[src/rtl/random_aligned_offset_gen_top_assert.svh]
// Assertion macros for the random aligned offset generator.
`ifndef RANDOM_ALIGNED_OFFSET_GEN_TOP_ASSERT_SVH
`define RANDOM_ALIGNED_OFFSET_GEN_TOP_ASSERT_SVH
`ifndef SYNTH
// Same-cycle implication, sampled on clk, off during reset.
`define RAOG_ASSERT_IMPL(lbl, ante, cons) \
  lbl: assert property (@(posedge clk) disable iff (!rst_n) (ante) |-> (cons)) \
    else $error("raog: same-cycle check failed");
// Next-cycle implication, sampled on clk, off during reset.
`define RAOG_ASSERT_NEXT(lbl, ante, cons) \
  lbl: assert property (@(posedge clk) disable iff (!rst_n) (ante) |=> (cons)) \
    else $error("raog: next-cycle check failed");
`else
`define RAOG_ASSERT_IMPL(lbl, ante, cons)
`define RAOG_ASSERT_NEXT(lbl, ante, cons)
`endif
`endif

[src/rtl/raog_pkg.sv]
// Shared constants for the random aligned offset generator.
package raog_pkg;

  // Field and datapath widths
  localparam int SEED_W  = 64;
  localparam int FILE_W  = 48;
  localparam int READ_W  = 31;
  localparam int ALIGN_W = 32;
  localparam int OFF_W   = 48;
  localparam int RAW_W   = 64;
  localparam int MUL_W   = 64;
  localparam int HALF_W  = MUL_W / 2;
  localparam int ACC_W   = 2 * MUL_W;

  // Default offset width
  localparam int OFFSET_BITS_DEF = 48;

  // SplitMix64 constants
  localparam logic [63:0] GOLDEN = 64'h9e3779b97f4a7c15;
  localparam logic [63:0] MIX1   = 64'hbf58476d1ce4e5b9;
  localparam logic [63:0] MIX2   = 64'h94d049bb133111eb;
  localparam int SH1 = 30;
  localparam int SH2 = 27;
  localparam int SH3 = 31;

  // Configuration register indexes
  localparam int CFG_IDX_W = 2;
  localparam logic [CFG_IDX_W-1:0] REG_SEED  = 2'd0;
  localparam logic [CFG_IDX_W-1:0] REG_FILE  = 2'd1;
  localparam logic [CFG_IDX_W-1:0] REG_READ  = 2'd2;
  localparam logic [CFG_IDX_W-1:0] REG_ALIGN = 2'd3;

  // Register reset values
  localparam logic [FILE_W-1:0]  FILE_RST  = 48'd67108864;
  localparam logic [READ_W-1:0]  READ_RST  = 31'd4096;
  localparam logic [ALIGN_W-1:0] ALIGN_RST = 32'd1;

endpackage

[src/rtl/raog_mac.sv]
// Shared 32x32 multiplier with a 128-bit accumulator for 64x64 products.
module raog_mac import raog_pkg::*; (
  input  logic             clk,
  input  logic             rst_n,
  input  logic             start,
  input  logic [MUL_W-1:0] a,
  input  logic [MUL_W-1:0] b,
  output logic [ACC_W-1:0] acc,
  output logic             done
);

  logic [2:0]          cnt_r, cnt_nxt;
  logic                busy_r, busy_nxt;
  logic                pv_r, pv_nxt;
  logic                done_r, done_nxt;
  logic [MUL_W-1:0]    prod_r, prod_nxt;
  logic [1:0]          psh_r, psh_nxt;
  logic [ACC_W-1:0]    acc_r, acc_nxt;
  logic [HALF_W-1:0]   a_part, b_part;

  // Partial product select: al*bl, al*bh, ah*bl, ah*bh
  assign a_part = cnt_r[1] ? a[MUL_W-1:HALF_W] : a[HALF_W-1:0];
  assign b_part = cnt_r[0] ? b[MUL_W-1:HALF_W] : b[HALF_W-1:0];

  // Sequencer and accumulate
  always_comb begin
    cnt_nxt  = cnt_r;
    busy_nxt = busy_r;
    pv_nxt   = 1'b0;
    done_nxt = 1'b0;
    prod_nxt = prod_r;
    psh_nxt  = psh_r;
    acc_nxt  = acc_r;
    if (pv_r) begin
      acc_nxt = acc_r + ({{MUL_W{1'b0}}, prod_r} << {psh_r, 5'b0});
    end
    if (start) begin
      busy_nxt = 1'b1;
      cnt_nxt  = 3'd0;
      acc_nxt  = '0;
    end else if (busy_r) begin
      if (cnt_r == 3'd4) begin
        busy_nxt = 1'b0;
        done_nxt = 1'b1;
      end else begin
        prod_nxt = {{HALF_W{1'b0}}, a_part} * {{HALF_W{1'b0}}, b_part};
        psh_nxt  = {1'b0, cnt_r[1]} + {1'b0, cnt_r[0]};
        pv_nxt   = 1'b1;
        cnt_nxt  = cnt_r + 3'd1;
      end
    end
  end

  always_ff @(posedge clk) begin
    if (!rst_n) begin
      cnt_r  <= 3'd0;
      busy_r <= 1'b0;
      pv_r   <= 1'b0;
      done_r <= 1'b0;
    end else begin
      cnt_r  <= cnt_nxt;
      busy_r <= busy_nxt;
      pv_r   <= pv_nxt;
      done_r <= done_nxt;
    end
    prod_r <= prod_nxt;
    psh_r  <= psh_nxt;
    acc_r  <= acc_nxt;
  end

  assign acc  = acc_r;
  assign done = done_r;

endmodule

[src/rtl/raog_div.sv]
// Bit-serial restoring divider, one quotient bit per cycle.
module raog_div import raog_pkg::*; (
  input  logic               clk,
  input  logic               rst_n,
  input  logic               start,
  input  logic [OFF_W-1:0]   dividend,
  input  logic [ALIGN_W-1:0] divisor,
  output logic [OFF_W-1:0]   quotient,
  output logic               done
);

  localparam int CNT_W = $clog2(OFF_W);
  localparam logic [CNT_W-1:0] LAST = CNT_W'(OFF_W - 1);

  logic [CNT_W-1:0]   cnt_r, cnt_nxt;
  logic               busy_r, busy_nxt;
  logic               done_r, done_nxt;
  logic [ALIGN_W-1:0] rem_r, rem_nxt;
  logic [OFF_W-1:0]   quo_r, quo_nxt;
  logic [ALIGN_W:0]   trial;
  logic               fits;

  // Trial subtract of the shifted remainder
  assign trial = {rem_r, quo_r[OFF_W-1]};
  assign fits  = trial >= {1'b0, divisor};

  always_comb begin
    cnt_nxt  = cnt_r;
    busy_nxt = busy_r;
    done_nxt = 1'b0;
    rem_nxt  = rem_r;
    quo_nxt  = quo_r;
    if (start) begin
      busy_nxt = 1'b1;
      cnt_nxt  = '0;
      rem_nxt  = '0;
      quo_nxt  = dividend;
    end else if (busy_r) begin
      rem_nxt = fits ? ALIGN_W'(trial - {1'b0, divisor}) : trial[ALIGN_W-1:0];
      quo_nxt = {quo_r[OFF_W-2:0], fits};
      if (cnt_r == LAST) begin
        busy_nxt = 1'b0;
        done_nxt = 1'b1;
      end else begin
        cnt_nxt = cnt_r + CNT_W'(1);
      end
    end
  end

  always_ff @(posedge clk) begin
    if (!rst_n) begin
      cnt_r  <= '0;
      busy_r <= 1'b0;
      done_r <= 1'b0;
    end else begin
      cnt_r  <= cnt_nxt;
      busy_r <= busy_nxt;
      done_r <= done_nxt;
    end
    rem_r <= rem_nxt;
    quo_r <= quo_nxt;
  end

  assign quotient = quo_r;
  assign done     = done_r;

endmodule

[src/rtl/random_aligned_offset_gen_top.sv]
// Top level of the random aligned offset generator: registers, sequencer, output stage.
//
//   channel | direction | handshake             | payload
//   in      | in        | in_valid / in_ready   | in_restart
//   out     | out       | out_valid / out_ready | out_offset, out_raw_value, out_drew
//   cfg     | in        | cfg_valid / cfg_ready | cfg_index, cfg_data
//
// A request with no room to move goes straight to S_DONE without a draw. Each multiply runs
// on the shared 32x32 multiplier (four partial products); an aligned draw also runs the
// 48-step serial divider.
// Synchronous reset; no clearing pass. in_ready is high only between requests.
// A finished result waits in the output register while the next request is accepted;
// the next result then holds in S_DONE until the output register is taken.
`include "random_aligned_offset_gen_top_assert.svh"
module random_aligned_offset_gen_top import raog_pkg::*; #(
  parameter int OFFSET_BITS = OFFSET_BITS_DEF
) (
  input  logic                 clk,
  input  logic                 rst_n,
  input  logic                 in_valid,
  output logic                 in_ready,
  input  logic                 in_restart,
  output logic                 out_valid,
  input  logic                 out_ready,
  output logic [OFF_W-1:0]     out_offset,
  output logic [RAW_W-1:0]     out_raw_value,
  output logic                 out_drew,
  input  logic                 cfg_valid,
  output logic                 cfg_ready,
  input  logic [CFG_IDX_W-1:0] cfg_index,
  input  logic [SEED_W-1:0]    cfg_data
);

  // Sequencer states
  localparam logic [3:0] S_IDLE = 4'd0;
  localparam logic [3:0] S_XOR  = 4'd1;
  localparam logic [3:0] S_MUL1 = 4'd2;
  localparam logic [3:0] S_MUL2 = 4'd3;
  localparam logic [3:0] S_DIV  = 4'd4;
  localparam logic [3:0] S_MUL3 = 4'd5;
  localparam logic [3:0] S_MUL4 = 4'd6;
  localparam logic [3:0] S_DONE = 4'd7;

  logic [3:0]         state_r, state_nxt;
  logic [SEED_W-1:0]  seed_r, seed_nxt;
  logic [FILE_W-1:0]  file_r, file_nxt;
  logic [READ_W-1:0]  read_r, read_nxt;
  logic [ALIGN_W-1:0] align_r, align_nxt;
  logic [63:0]        rng_r, rng_nxt;
  logic [63:0]        z_r, z_nxt;
  logic [OFF_W-1:0]   max_r, max_nxt;
  logic [MUL_W-1:0]   a_r, a_nxt;
  logic [MUL_W-1:0]   b_r, b_nxt;
  logic               mgo_r, mgo_nxt;
  logic               dgo_r, dgo_nxt;
  logic [RAW_W-1:0]   raw_r, raw_nxt;
  logic [OFF_W-1:0]   off_r, off_nxt;
  logic               drew_r, drew_nxt;
  logic               ov_r, ov_nxt;
  logic [OFF_W-1:0]   oo_r, oo_nxt;
  logic [RAW_W-1:0]   or_r, or_nxt;
  logic               od_r, od_nxt;

  logic [ACC_W-1:0]   acc;
  logic               mac_done;
  logic [OFF_W-1:0]   quo;
  logic               div_done;
  logic [63:0]        base;
  logic [63:0]        lo;
  logic [63:0]        hi;
  logic               room;
  logic               align_en;
  logic [OFF_W-1:0]   off_mask;

  // Shared multiplier
  raog_mac u_mac (
    .clk   (clk),
    .rst_n (rst_n),
    .start (mgo_r),
    .a     (a_r),
    .b     (b_r),
    .acc   (acc),
    .done  (mac_done)
  );

  // Slot count divider
  raog_div u_div (
    .clk      (clk),
    .rst_n    (rst_n),
    .start    (dgo_r),
    .dividend (max_r),
    .divisor  (align_r),
    .quotient (quo),
    .done     (div_done)
  );

  assign in_ready  = (state_r == S_IDLE);
  assign cfg_ready = 1'b1;
  assign lo        = acc[63:0];
  assign hi        = acc[ACC_W-1:64];
  assign room      = file_r > {{(FILE_W-READ_W){1'b0}}, read_r};
  assign align_en  = align_r > 32'd1;
  assign base      = in_restart ? ((seed_r == '0) ? GOLDEN : seed_r) : rng_r;

  // Offset width mask
  always_comb begin
    for (int i = 0; i < OFF_W; i++) begin
      off_mask[i] = (i < OFFSET_BITS);
    end
  end

  // Configuration writes
  always_comb begin
    seed_nxt  = seed_r;
    file_nxt  = file_r;
    read_nxt  = read_r;
    align_nxt = align_r;
    if (cfg_valid) begin
      unique case (cfg_index)
        REG_SEED:  seed_nxt  = cfg_data;
        REG_FILE:  file_nxt  = cfg_data[FILE_W-1:0];
        REG_READ:  read_nxt  = cfg_data[READ_W-1:0];
        REG_ALIGN: align_nxt = cfg_data[ALIGN_W-1:0];
        default: ;
      endcase
    end
  end

  // Sequencer
  always_comb begin
    state_nxt = state_r;
    rng_nxt   = rng_r;
    z_nxt     = z_r;
    max_nxt   = max_r;
    a_nxt     = a_r;
    b_nxt     = b_r;
    mgo_nxt   = 1'b0;
    dgo_nxt   = 1'b0;
    raw_nxt   = raw_r;
    off_nxt   = off_r;
    drew_nxt  = drew_r;
    ov_nxt    = ov_r;
    oo_nxt    = oo_r;
    or_nxt    = or_r;
    od_nxt    = od_r;
    if (out_ready) begin
      ov_nxt = 1'b0;
    end
    unique case (state_r)
      S_IDLE: begin
        if (in_valid) begin
          max_nxt = file_r - {{(FILE_W-READ_W){1'b0}}, read_r};
          if (room) begin
            rng_nxt   = base + GOLDEN;
            z_nxt     = base + GOLDEN;
            drew_nxt  = 1'b1;
            state_nxt = S_XOR;
          end else begin
            rng_nxt   = base;
            raw_nxt   = '0;
            off_nxt   = '0;
            drew_nxt  = 1'b0;
            state_nxt = S_DONE;
          end
        end
      end
      S_XOR: begin
        a_nxt     = z_r ^ (z_r >> SH1);
        b_nxt     = MIX1;
        mgo_nxt   = 1'b1;
        state_nxt = S_MUL1;
      end
      S_MUL1: begin
        if (mac_done) begin
          a_nxt     = lo ^ (lo >> SH2);
          b_nxt     = MIX2;
          mgo_nxt   = 1'b1;
          state_nxt = S_MUL2;
        end
      end
      S_MUL2: begin
        if (mac_done) begin
          raw_nxt = lo ^ (lo >> SH3);
          a_nxt   = lo ^ (lo >> SH3);
          if (align_en) begin
            dgo_nxt   = 1'b1;
            state_nxt = S_DIV;
          end else begin
            b_nxt     = {{(MUL_W-OFF_W){1'b0}}, max_r} + 64'd1;
            mgo_nxt   = 1'b1;
            state_nxt = S_MUL3;
          end
        end
      end
      S_DIV: begin
        if (div_done) begin
          b_nxt     = {{(MUL_W-OFF_W){1'b0}}, quo} + 64'd1;
          mgo_nxt   = 1'b1;
          state_nxt = S_MUL3;
        end
      end
      S_MUL3: begin
        if (mac_done) begin
          if (align_en) begin
            a_nxt     = hi;
            b_nxt     = {{(MUL_W-ALIGN_W){1'b0}}, align_r};
            mgo_nxt   = 1'b1;
            state_nxt = S_MUL4;
          end else begin
            off_nxt   = hi[OFF_W-1:0];
            state_nxt = S_DONE;
          end
        end
      end
      S_MUL4: begin
        if (mac_done) begin
          off_nxt   = lo[OFF_W-1:0];
          state_nxt = S_DONE;
        end
      end
      S_DONE: begin
        // hand over once the output register is free
        if (!ov_r || out_ready) begin
          ov_nxt    = 1'b1;
          oo_nxt    = off_r & off_mask;
          or_nxt    = raw_r;
          od_nxt    = drew_r;
          state_nxt = S_IDLE;
        end
      end
      default: state_nxt = S_IDLE;
    endcase
  end

  always_ff @(posedge clk) begin
    if (!rst_n) begin
      state_r <= S_IDLE;
      seed_r  <= '0;
      file_r  <= FILE_RST;
      read_r  <= READ_RST;
      align_r <= ALIGN_RST;
      rng_r   <= GOLDEN;
      mgo_r   <= 1'b0;
      dgo_r   <= 1'b0;
      ov_r    <= 1'b0;
    end else begin
      state_r <= state_nxt;
      seed_r  <= seed_nxt;
      file_r  <= file_nxt;
      read_r  <= read_nxt;
      align_r <= align_nxt;
      rng_r   <= rng_nxt;
      mgo_r   <= mgo_nxt;
      dgo_r   <= dgo_nxt;
      ov_r    <= ov_nxt;
    end
    z_r    <= z_nxt;
    max_r  <= max_nxt;
    a_r    <= a_nxt;
    b_r    <= b_nxt;
    raw_r  <= raw_nxt;
    off_r  <= off_nxt;
    drew_r <= drew_nxt;
    oo_r   <= oo_nxt;
    or_r   <= or_nxt;
    od_r   <= od_nxt;
  end

  assign out_valid     = ov_r;
  assign out_offset    = oo_r;
  assign out_raw_value = or_r;
  assign out_drew      = od_r;

  // Checks
  `RAOG_ASSERT_IMPL(a_nodraw_raw, out_valid && !out_drew, out_raw_value == '0)
  `RAOG_ASSERT_IMPL(a_nodraw_off, out_valid && !out_drew, out_offset == '0)
  `RAOG_ASSERT_NEXT(a_busy_after_req, in_valid && in_ready, !in_ready)
  `RAOG_ASSERT_IMPL(a_one_unit, mac_done, !div_done)

endmodule
[config.mk]
export PLATFORM = sky130hd
export DESIGN_NAME = random_aligned_offset_gen_top
export DESIGN_NICKNAME = d
export VERILOG_FILES = /design/src/rtl/raog_pkg.sv /design/src/rtl/raog_mac.sv /design/src/rtl/raog_div.sv /design/src/rtl/random_aligned_offset_gen_top.sv
export VERILOG_INCLUDE_DIRS = /design/src /design/src/rtl
export SDC_FILE = /design/constraint.sdc
export NUM_CORES = 2
export LEC_CHECK = 0
export BUFFER_PORTS_ARGS = -buffer_cell sky130_fd_sc_hd__buf_2
export CAP_MARGIN = 0
export CORE_ASPECT_RATIO = 1.4
export CORE_MARGIN = 8
export CORE_UTILIZATION = 35
export CTS_CLUSTER_SIZE = 30
export DETAILED_ROUTE_END_ITERATION = 8
export HOLD_SLACK_MARGIN = 0.05
export PLACE_DENSITY = 0.53
export SLEW_MARGIN = 20
export SYNTH_ARGS = -nofsm -noshare
export SYNTH_HDL_FRONTEND = slang
export SYNTH_SLANG_ARGS = --single-unit
[constraint.sdc]
create_clock -name clk -period 9.6 [get_ports clk]
set_input_delay 0.96 -clock clk [delete_from_list [all_inputs] [get_ports clk]]
set_output_delay 0.96 -clock clk [all_outputs]
set_load 0.02 [all_outputs]
# Word-level counts from Yosys, hierarchy flattened
# Cells that the tools add are included.
dict set report totals {
  register_bits 1000
}
dict set report op_classes {
  addsub 9
  multipliers 1
  n_lt_le_gt_ge 3
  n_eq_ne 23
  shifts 1
  mux 59
  bitwise 9
  n_reduce_logical 30
}
# operator count
set op_table {}
lappend op_table {{two-way mux 64 bit} 15}
lappend op_table {{two-way mux 48 bit} 7}
lappend op_table {{one-hot mux 64 bit (5 select lines)} 1}
lappend op_table {{one-hot mux 64 bit (4 select lines)} 1}
lappend op_table {{one-hot mux 48 bit (3 select lines)} 1}
lappend op_table {{adder 128 bit} 1}
lappend op_table {{one-hot mux 64 bit (2 select lines)} 1}
lappend op_table {{left shift 64 x 7 -> 128 bit} 1}
lappend op_table {{adder 48 x 1 -> 49 bit, second input constant} 2}
lappend op_table {{two-way mux 32 bit} 3}
lappend op_table {{adder 64 bit, second input constant} 1}
lappend op_table {{logical NOT 64 bit} 1}
lappend op_table {{multiplier 32 x 32 -> 64 bit} 1}
lappend op_table {{bitwise XOR 64 x 33 -> 64 bit} 1}
lappend op_table {{bitwise XOR 64 x 34 -> 64 bit} 1}
lappend op_table {{bitwise XOR 64 x 37 -> 64 bit} 1}
lappend op_table {{> comparator 48 x 31 -> 1 bit} 1}
lappend op_table {{subtractor 48 x 31 -> 48 bit} 1}
lappend op_table {{>= comparator 33 x 32 -> 1 bit} 1}
lappend op_table {{> comparator 32 x 1 -> 1 bit, second input constant} 1}
lappend op_table {{one-hot mux 4 bit (8 select lines)} 1}
lappend op_table {{subtractor 32 bit} 1}
lappend op_table {{two-way mux 4 bit} 7}
lappend op_table {{two-way mux 1 bit} 20}
lappend op_table {{31 further kinds} 63}

# Logic depth before layout (Yosys ltp)
dict set report logic_depth {
  ltp_word 5
  ltp_mapped 36
  ltp_nobuf 31
}

# Hierarchy
# A second synthesis with hierarchy kept.
dict set report unflattened {
  hier_cells 9728
  area_unflattened_um2 88298.4
}
# module n_inst cells_per_inst area_each_um2 seq_area_each_um2
set modules_own_cells {}
lappend modules_own_cells {raog_mac 1 5772 48916.9 4664.5}
lappend modules_own_cells {random_aligned_offset_gen_top 1 3356 33657.3 18537.8}
lappend modules_own_cells {raog_div 1 600 5724.2 2242.2}

# Worst setup path before layout
# No wires, ideal clock.
dict set report synth_path {
  path_kind {reg-to-reg}
  start {register u_mac.cnt_r[1]}
  end {register u_mac.prod_r[61] (data pin)}
  setup_time_ps 258
  arrival_time_ps 8737
  required_time_ps 9342
  setup_slack_ps 605
  path_stages_with_launch 33
  n_path_buf 3
  path_cell_list {dfxtp_1 clkbuf_1 clkbuf_1 mux2i_1 clkbuf_1 nor2_1 fa_1 inv_1 fa_1 fa_1 fa_1 inv_1 fa_1 inv_1 fa_1 inv_1 fa_1 fa_1 ha_1 nand3_1 nor2_1 o21ai_0 or3b_1 a311oi_1 o32ai_1 a2111o_1 a21oi_1 and2_1 a31oi_1 a21oi_1 a21o_1 a21oi_1 xnor2_1}
}
dict set report synth_via {
  elab_chain_cells 2
}
# element line
set synth_rtl {}
lappend synth_rtl {{start, declared} raog_mac.sv:12} ;# logic [2:0] cnt_r, cnt_nxt;
lappend synth_rtl {{start signal, assigned} raog_mac.sv:61} ;# cnt_r <= cnt_nxt;
lappend synth_rtl {{two-way mux 32 bit} raog_mac.sv:22} ;# assign a_part = cnt_r[1] ? a[MUL_W-1:HALF_W] : a[HALF_W-1:0];
lappend synth_rtl {{multiplier 32 x 32 -> 64 bit} raog_mac.sv:46} ;# prod_nxt = {{HALF_W{1'b0}}, a_part} * {{HALF_W{1'b0}}, b_part};
lappend synth_rtl {{end signal, assigned} raog_mac.sv:66} ;# prod_r <= prod_nxt;
lappend synth_rtl {{end, declared} raog_mac.sv:16} ;# logic [MUL_W-1:0] prod_r, prod_nxt;
# Every way passes these cells.
# A chain may end at the register's enable or synchronous reset.

# Final worst setup path
dict set report layout_path {
  start {register u_mac.cnt_r[0]}
  end {register u_mac.prod_r[62] (data pin)}
}
dict set report layout_via {
  elab_chain_cells 2
}
# element line
set layout_rtl {}
lappend layout_rtl {{two-way mux 32 bit} raog_mac.sv:23} ;# assign b_part = cnt_r[0] ? b[MUL_W-1:HALF_W] : b[HALF_W-1:0];
lappend layout_rtl {{multiplier 32 x 32 -> 64 bit} raog_mac.sv:46}
# Every way passes these cells.

==> results.sh <==
export IMPL_core_area_um2=247000
export IMPL_synth_area_top_cells="fa_1 21%, edfxtp_1 20%, dfxtp_1 9.6%"
export IMPL_critPathMaxFanout=13
export IMPL_fillers=24900
export IMPL_use_met2=0.437
export IMPL_wirelength_mm=348
export IMPL_final_cell_mix="1192 x nand2_1, 1185 x nor2_1, 1009 x inv_1"
export IMPL_drt_initial_drc_count=6275
export IMPL_cp_common_cell="fa_1"
export IMPL_grtUsageMet3=0.0334
export IMPL_busiest_layer="met2"
export IMPL_yosys_register_bits=987
export IMPL_synth_cell_types=108
export IMPL_postRouteAntennaNets=0
export IMPL_ios=188
export IMPL_hold_path_class="reg2reg"
export IMPL_slowest_stage="fa_1"
export IMPL_finalHoldViolCount=0
export IMPL_synth_xor_area_frac=0.0507
export IMPL_ys_warn_count=0
export IMPL_portBuffers=186
export IMPL_max_freq_mhz=108
export IMPL_synth_simple_gate_area_frac=0.152
export IMPL_synth_compound_area_frac=0.126
export IMPL_tns_ps=0
export IMPL_dp_hpwl_mm=282
export IMPL_arrival_ps=9720
export IMPL_clockRootBuffer="clkbuf_16"
export IMPL_routabilityCongestion=1.01
export IMPL_die_y_um=606
export IMPL_syn_nets=10900
export IMPL_finalSetupViolations=0
export IMPL_criticalPathCategory="reg2reg"
export IMPL_grt_max_degree=84
export IMPL_rr_worst_depth=29
export IMPL_synth_edf_count=568
export IMPL_finish_utilization=0.389
export IMPL_slew_headroom=0.178
export IMPL_clk_pin_slew_ps=60
export IMPL_endpoint_kind="flop"
export IMPL_ys_flop_type="edfxtp_1"
export IMPL_cts_sinks=987
export IMPL_synth_top_family_by_area="adder cells"
export IMPL_design_die_area_um2=265000
export IMPL_outcome="complete, no violations"
export IMPL_global_route_usage_met1=0.299
export IMPL_synth_top_area_cell="fa_1"
export IMPL_rows=216
export IMPL_post_route_min_period_ps=9230
export IMPL_grt_usage=0.255
export IMPL_ctsHoldBuffers=0
export IMPL_dieWidth_um=438
export IMPL_firstDrtPassIters=7
export IMPL_critical_path_max_stage_delay_ps=590
export IMPL_h_tree_depth=3
export IMPL_cts_tree="yes"
export IMPL_grt_pass1_wl_mm=500
export IMPL_vias_per_cell=5.51
export IMPL_layout_drive_gt1_share=0.0894
export IMPL_synth_top_area_frac=0.207
export IMPL_worst_ep_required_time_ps=10090
export IMPL_grt_pass1_vias=72800
export IMPL_cap_violations=0
export IMPL_areaGrowthSynthToFinish_pct=10.4
export IMPL_synthAdderAreaFrac=0.272
export IMPL_drcViolationCount=0
export IMPL_synth_avg_cell_area_um2=9.15
export IMPL_num_vias=71100
export IMPL_yosysSeqAreaShare=0.292
export IMPL_rsz0062_at_grt="false"
export IMPL_layout_commonest_cell="nand2_1"
export IMPL_start_util=0.352
export IMPL_synth_mux_area_frac=0.0395
export IMPL_period_share=0.962
export IMPL_cp_start_kind="flop"
export IMPL_worstMarginPinSlew_ps=1200
export IMPL_finClkSkew_ps=52.2
export IMPL_worstSkewPairLatency_ps=760
export IMPL_netlist_area_um2=87100
export IMPL_cts_buffer_depth=3
export IMPL_nets=11000
export IMPL_grt_ovfl_total=0
export IMPL_hold_depth=0
export IMPL_wl_per_cell_um=27.0
export IMPL_synth_cells=9520
export IMPL_antenna_found_initial=19
export IMPL_slew_violations=0
export IMPL_cts_made_buffers=106
export IMPL_async_flop_share=0
-- logic make-up after synthesis --
group / count (synthesis)
flops: 987
fa+ha+maj: 1357
compound gates: 1730
buf+inv: 1526
mux: 331
simple gates: 3084
other cells: 1
xor+xnor: 504
-- synth_stat cells, drive strengths merged (85+ instances only) --
cell / number
mux2: 100
o21ai: 308
a21oi: 615
nand3: 103
and2: 100
nor2: 1197
ha: 458
a21o: 162
clkbuf: 427
mux2i: 231
xnor2: 347
nand2: 1195
edfxtp: 568
xor2: 157
nor3: 97
inv: 1014
buf: 85
dfxtp: 419
fa: 899
-- cell type report --
class                           instances  area (um^2)  share of cell area
Timing Repair Buffer                  432         2900              0.0302
Clock buffer                          139         2960              0.0307
Antenna cell                            2         5.00           0.0000520
Inverter                             1014         3810              0.0396
Sequential cell                       987        25500               0.265
Multi-Input combinational cell       7007        56200               0.584
Tap cell                             3270         4090              0.0425
Clock inverter                         61          729             0.00758
-- state kept, by name (all words and copies together), names as in the netlist, 52 cells and up --
signal	count
u_mac.acc	128
raw_r	64
z_r	64
out_raw_value	64
rng_r	64
u_mac.prod_r	64
seed_r	64
a_r	64
b_r	52
-- metal layers --
layer | share of wire | vias to the layer above | wire length (um)
li1 | - | 31700 | -
met2 | 0.48 | 2878 | 167000
met3 | 0.057 | 850 | 20000
met4 | 0.085 | 6 | 29600
met1 | 0.38 | 35600 | 132000
met5 | 0.00012 | - | 41
-- per-stage QoR --
step	worst slack [ps]	instances	instance area (um^2)	hold slack (ps)
2_1_floorplan	605	9520	87100	400
3_3_place_gp	386	12700	92400	403
3_5_place_dp	337	12700	92400	405
4_1_cts	289	12900	96100	414
5_1_grt	62.6	12900	96200	421
6_report	369	12900	96200	413
-- worst paths after layout --
path | from | end | slack, ps
setup / recovery | u_mac.cnt_r[0] | u_mac.prod_r[62] | 370
hold / removal | raw_r[50] | out_raw_value[50] | 410
setup reg to reg | u_mac.cnt_r[0] | u_mac.prod_r[62] | 370
hold reg to reg | raw_r[50] | out_raw_value[50] | 410
-- critical path, delay by kind of cell, from the launching register on --
kind / cells / cell delay (ps)
flip-flops: 1 / 510
AO/OA/AOI/OAI: 9 / 2250
multiplexers: 1 / 520
AND/OR/NAND/NOR: 3 / 310
XOR/XNOR: 1 / 80
adder cells (fa/ha/maj): 9 / 4200
buffers and inverters: 6 / 1070
-- timing repair --
action,CTS,global route
setup buffers,0,3
setup endpoints to repair,0,5
resized for setup,0,1
Power is left out: the tool's default activity adds up to more than one toggle a clock period on the data nets, which glitch-free logic cannot reach.
